`src/hw/rtl/dmwb_pkg.sv`:
```
// Shared definitions for the direct-mapped write-back tag controller.
// Command codes, default sizes and the per-request flag bundle.
// No dependencies.
package dmwb_pkg;

	localparam int SETS_DEF       = 32768;
	localparam int BLOCK_BITS_DEF = 23;
	localparam int CMD_W          = 2;

	localparam logic [CMD_W-1:0] CMD_READ   = 2'd0;
	localparam logic [CMD_W-1:0] CMD_WRITE  = 2'd1;
	localparam logic [CMD_W-1:0] CMD_REMOVE = 2'd2;
	localparam logic [CMD_W-1:0] CMD_SYNC   = 2'd3;

	// Outcome flags of one lookup
	typedef struct packed {
		logic hit;
		logic writeback;
		logic fetch;
	} dmwb_flags_t;

endpackage

```
`src/hw/rtl/dmwb_update.sv`:
```
// Per-command line update: hit test, eviction, fetch and new line word.
// Purely combinational. Uses dmwb_pkg.
module dmwb_update
	import dmwb_pkg::*;
#(
	parameter int SLOT_W     = 15,
	parameter int TAG_W      = 8,
	parameter int BLOCK_BITS = BLOCK_BITS_DEF
) (
	input  logic [CMD_W-1:0]      cmd,
	input  logic [TAG_W-1:0]      req_tag,
	input  logic [SLOT_W-1:0]     slot,
	input  logic [TAG_W+1:0]      old_word,
	output dmwb_flags_t           flags,
	output logic [BLOCK_BITS-1:0] wb_block,
	output logic [TAG_W+1:0]      new_word
);

	logic             old_valid;
	logic             old_dirty;
	logic [TAG_W-1:0] old_tag;
	logic             match;
	logic [BLOCK_BITS-1:0] old_blk;

	assign old_valid = old_word[TAG_W+1];
	assign old_dirty = old_word[TAG_W];
	assign old_tag   = old_word[TAG_W-1:0];
	assign match     = old_valid && (old_tag == req_tag);
	// Block held by the line; on a hit this equals the requested block
	assign old_blk   = (BLOCK_BITS'(old_tag) << SLOT_W) | BLOCK_BITS'(slot);

	always_comb begin
		flags.hit       = match;
		flags.writeback = 1'b0;
		flags.fetch     = 1'b0;
		new_word        = old_word;
		unique case (cmd)
			CMD_READ, CMD_WRITE: begin
				if (!match) begin
					flags.writeback = old_valid && old_dirty;
					flags.fetch     = (cmd == CMD_READ);
					new_word        = {1'b1, (cmd == CMD_WRITE), req_tag};
				end else if (cmd == CMD_WRITE) begin
					new_word[TAG_W] = 1'b1;
				end
			end
			CMD_REMOVE: begin
				if (match) begin
					new_word[TAG_W+1] = 1'b0;
					new_word[TAG_W]   = 1'b0;
				end
			end
			CMD_SYNC: begin
				if (match && old_dirty) begin
					flags.writeback = 1'b1;
					new_word[TAG_W] = 1'b0;
				end
			end
			default: begin
				new_word = old_word;
			end
		endcase
		wb_block = flags.writeback ? old_blk : '0;
	end

endmodule

```
`config.mk`:
```
export PLATFORM = sky130hd
export DESIGN_NAME = dmwb_update
export DESIGN_NICKNAME = d
export VERILOG_FILES = /design/src/hw/rtl/dmwb_pkg.sv /design/src/hw/rtl/dmwb_update.sv
export SDC_FILE = /design/constraint.sdc
export NUM_CORES = 1
export LEC_CHECK = 0
export BUFFER_PORTS_ARGS = -buffer_cell sky130_fd_sc_hd__buf_4
export CORE_MARGIN = 1.5
export CORE_UTILIZATION = 30
export DETAILED_ROUTE_END_ITERATION = 12
export PLACE_DENSITY = 0.84
export SYNTH_ARGS = -nofsm -noshare
export SYNTH_HDL_FRONTEND = slang
export SYNTH_SLANG_ARGS = --single-unit
```
`constraint.sdc`:
```
create_clock -name vclk -period 1.6
set_clock_uncertainty 0.1 [all_clocks]
set_input_delay 0.24 -clock vclk [all_inputs]
set_output_delay 0.24 -clock vclk [all_outputs]
set_load 0.05 [all_outputs]
```
==> qor.csv, run 1 <==
stage;metric;value;unit
outcome;status;did not finish;
outcome;Exit stage;clock tree synthesis;
outcome;error msg;[ERROR DPL-0038] Utilization greater than 100%, impossible to legalize;
logic_synthesis;Seq/Total Area, Yosys;0;
logic_synthesis;Syn. warnings;0;
clocking;# Post-CTS Setup Buffers;6;
logic_synthesis;syn nets;122;
floorplan;FP Rows;16;
floorplan;Initial Util;0.324;
logic_synthesis;Mapped Cells;87;
logic_synthesis;Avg Cell Area, Syn;7.45;um^2
placed_design;Routability Congestion;0.729;
logic_synthesis;Cell variety after synth;20;
placed_design;pre-CTS setup slack;-0.579;ns
logic_synthesis;Mapped Area;648;um^2
clocking;Resized cells post-CTS;66;
clocking;number of hold buffers added after CTS;0;
placed_design;Post-DP HPWL;2260;um
floorplan;die height;49.5;um
floorplan;io pins;71;
floorplan;chip width;49.5;um
placed_design;Port Buffer Count;71;
-- per-stage QoR --
| step | instance area (um^2) | instances | util |
|---|---|---|---|
| floorplan | 918 | 87 | - |
| global placement | 1640 | 197 | 0.818 |
| detailed placement | 1640 | 197 | 0.818 |
-- kinds of logic after synthesis --
family	count (synthesis)	share of synthesized area
simple gates	33	0.305
compound gates	29	0.344
buf+inv	9	0.104
xor+xnor	8	0.108
mux	8	0.139
-- synthesized netlist by cell type --
cell type	number	area, um^2
a21boi_0	1	7.51
a21oi_1	13	65.1
a21oi_2	10	87.6
a31oi_4	1	21.3
a41oi_1	1	8.76
and2_1	1	6.26
and3_1	1	6.26
buf_4	1	7.51
buf_6	4	45.0
clkbuf_1	4	15.0
mux2_2	8	90.1
nand2_1	25	93.8
nand4_4	1	21.3
nor3_1	1	5.00
nor4_4	2	42.5
o21bai_4	1	18.8
o22ai_1	1	6.26
o31ai_1	1	7.51
or4_4	2	22.5
xor2_1	8	70.1
==> run 2, diff against run 1 <==
--- a/config.mk
+++ b/config.mk
@@ -6,10 +6,10 @@
 export NUM_CORES = 1
 export LEC_CHECK = 0
 export BUFFER_PORTS_ARGS = -buffer_cell sky130_fd_sc_hd__buf_4
-export CORE_MARGIN = 1.5
-export CORE_UTILIZATION = 30
+export CORE_AREA = 2 2 63 65
 export DETAILED_ROUTE_END_ITERATION = 12
-export PLACE_DENSITY = 0.84
+export DIE_AREA = 0 0 65 67
+export PLACE_DENSITY_LB_ADDON = 0.15
 export SYNTH_ARGS = -nofsm -noshare
 export SYNTH_HDL_FRONTEND = slang
 export SYNTH_SLANG_ARGS = --single-unit
==> constraint.sdc (replaced) <==
create_clock -name vclk -period 2.08
set_clock_uncertainty 0.1 [all_clocks]
set_input_delay 0.312 -clock vclk [all_inputs]
set_output_delay 0.312 -clock vclk [all_outputs]
set_load 0.05 [all_outputs]
==> qor.csv, run 2 <==
stage;metric;value;unit
placed_design;Routability Congestion;0.706;
logic_synthesis;Syn. warnings;0;
route;Iteration-0 DRC Markers;15;
setup_path;critical path fanouts, max;5;
logic_synthesis;area share of fa/ha/maj cells after synthesis;0;
layout;Seq cells;0;
floorplan;Core Region;0.00361;mm^2
placed_design;Port Buffer Count;71;
outcome;failing checks;negative setup slack;
route;drt wl/cell;13.4;um
power_and_ir_drop;Gate power share;1.000;
power_and_ir_drop;maximum vdd drop;138;uV
logic_synthesis;Avg Cell Area, Syn;7.45;um^2
layout;area occupied by registers;0;um^2
outcome;status;finished, violations left;
floorplan;Die ar.;0.00436;mm^2
sta;Final period util;1.08;
min_path;Hold Crit Class;in2out;
placed_design;pre-CTS setup slack;-0.246;ns
power_and_ir_drop;Tot Pwr;0.000466;W
logic_synthesis;post-synth top area share;0.145;
layout;most frequent cells in the layout;46 x buf_4, 37 x buf_6, 25 x nand2_1;
job;max cap viols;0;
global_route;largest net degree at the start of global routing;25;
logic_synthesis;largest family of logic cells by synthesized area;compound AO/OA/AOI/OAI gates;
logic_synthesis;Post-synth top cells;25 x nand2_1, 13 x a21oi_1, 10 x a21oi_2;
layout;antenna cells;0;
placed_design;Inst Count DP;213;
power_and_ir_drop;power per cell area;222;mW/mm^2
logic_synthesis;simple-gate share of the synthesized area;0.305;
layout;Layout Nets;215;
floorplan;chip width;65;um
floorplan;FP Rows;22;
logic_synthesis;most numerous cell in the Yosys netlist;nand2_1;
logic_synthesis;Cell variety after synth;20;
route;Post-DRT Antenna Nets;0;
setup_path;WP data required;1.67;ns
global_route;vias in the first global route;1027;
logic_synthesis;post-synthesis compound-gate area fraction;0.344;
layout;CLK BUF;0;
sta;Finish-stage setup viols;34;
global_route;initial antenna violation count;0;
layout;commonest non-fill, non-tap cell in the layout;buf_4;
layout;area grow syn2layout;224;%
logic_synthesis;synth top area cells;nand2_1 14%, mux2_2 14%, a21oi_2 14%, xor2_1 11%, a21oi_1 10%;
logic_synthesis;post-synth top area cell;nand2_1;
logic_synthesis;syn nets;122;
sta;Least-Margin Pin Slew;0.236;ns
setup_path;CP endpoint kind;output pin;
route;routed via count;995;
layout;Cell Count, Final, Fillers Out;226;
route;DR DRC count;0;
layout;share of cells above drive strength 1;0.843;
sta;Slew HR;0.842;
floorplan;Initial Util;0.180;
sta;final worst slack;-0.164;ns
setup_path;WS Path Type;in2out;
sta;final hold vios;0;
sta;Max Slew Vio Count;0;
setup_path;Worst setup SP type;input pin;
route;detailed-route vias per instance;4.40;
sta;Max Fclk;446;MHz
logic_synthesis;xor and xnor area share after synthesis;0.108;
sta;Total Neg Setup Slack;-4.39;ns
logic_synthesis;Mapped Area;648;um^2
floorplan;die height;67;um
power_and_ir_drop;cell-internal power;0.000218;W
clocking;number of hold buffers added after CTS;0;
sta;minimum clock period;2.24;ns
power_and_ir_drop;clock network power share;0;
route;WL final;3030;um
floorplan;io pins;71;
power_and_ir_drop;switching part of the total;0.533;
sta;RSZ-0062 raised after global routing;true;
logic_synthesis;mux share of post-synthesis cell area;0.139;
setup_path;CP arrival;1.83;ns
power_and_ir_drop;net switching component of the power;0.000249;W
power_and_ir_drop;sequential share of power;0;
global_route;global-route wire length before repair;4710;um
global_route;gr ovfl total;0;
global_route;total track usage;0.132;
placed_design;Post-DP HPWL;2150;um
route;Detailed Routing Iterations Pass 1;4;
power_and_ir_drop;Leakage Power;0.829;nW
logic_synthesis;Mapped Cells;87;
logic_synthesis;Seq/Total Area, Yosys;0;
[run 2: cell counts after synthesis]
Identical to the previous run, type by type.
[run 2: logic make-up (layout without fill, tap and decap cells)]
kind of cell,count (synthesis),in the layout
simple gates,33,33
mux,8,8
buf+inv,9,100
compound gates,29,29
xor+xnor,8,8
[run 2: critical path, cell delays in order]
cell	delay (ns)
buf_8	0.10
xor2_4	0.17
or4_4	0.56
o21bai_4	0.19
buf_4	0.14
clkbuf_16	0.15
a21oi_4	0.06
buf_6	0.15
[run 2: routing by layer]
metal,GRT usage,vias up,wire (um)
met1,0.140,451,1060
met3,0.0338,0,356
met5,0,-,0
li1,-,487,-
met4,0.00798,0,0
met2,0.271,57,1610
[run 2: timing repair]
action	CTS	global route
gates cloned	1	3
setup buffers	5	6
pin swaps	13	16
resized for setup	53	32
setup endpoints to repair	36	34
[run 2: power by group through the flow]
stage	sequential [W]	combinational, W	clock (W)
2_1_floorplan	0	0.000222	0
3_3_place_gp	0	0.000361	0
3_5_place_dp	0	0.000364	0
4_1_cts	0	0.000427	0
5_1_grt	0	0.000489	0
6_report	0	0.000466	0
[run 2: layout make-up]
type	instances	area (um^2)
fill	311	1510
tap	48	60.1
timing repair buffer	100	1080
multi-input combinational	78	961
[run 2: worst paths after layout]
check  startpoint           end  slack [ns]  cells after the start
max    req_tag[4]  wb_block[15]       -0.16                      8
min        cmd[0]      flags[0]        0.86                      3
[run 2: through the flow]
step	util	hold WS [ns]	area [um^2]
after floorplan	-	0.625	841
after global placement	0.426	0.865	1540
after detailed placement	0.426	0.870	1540
after CTS	0.518	0.871	1870
after global routing	0.582	0.877	2100
final	0.582	0.859	2100
No activity file was read; power rests on OpenSTA's default activity.
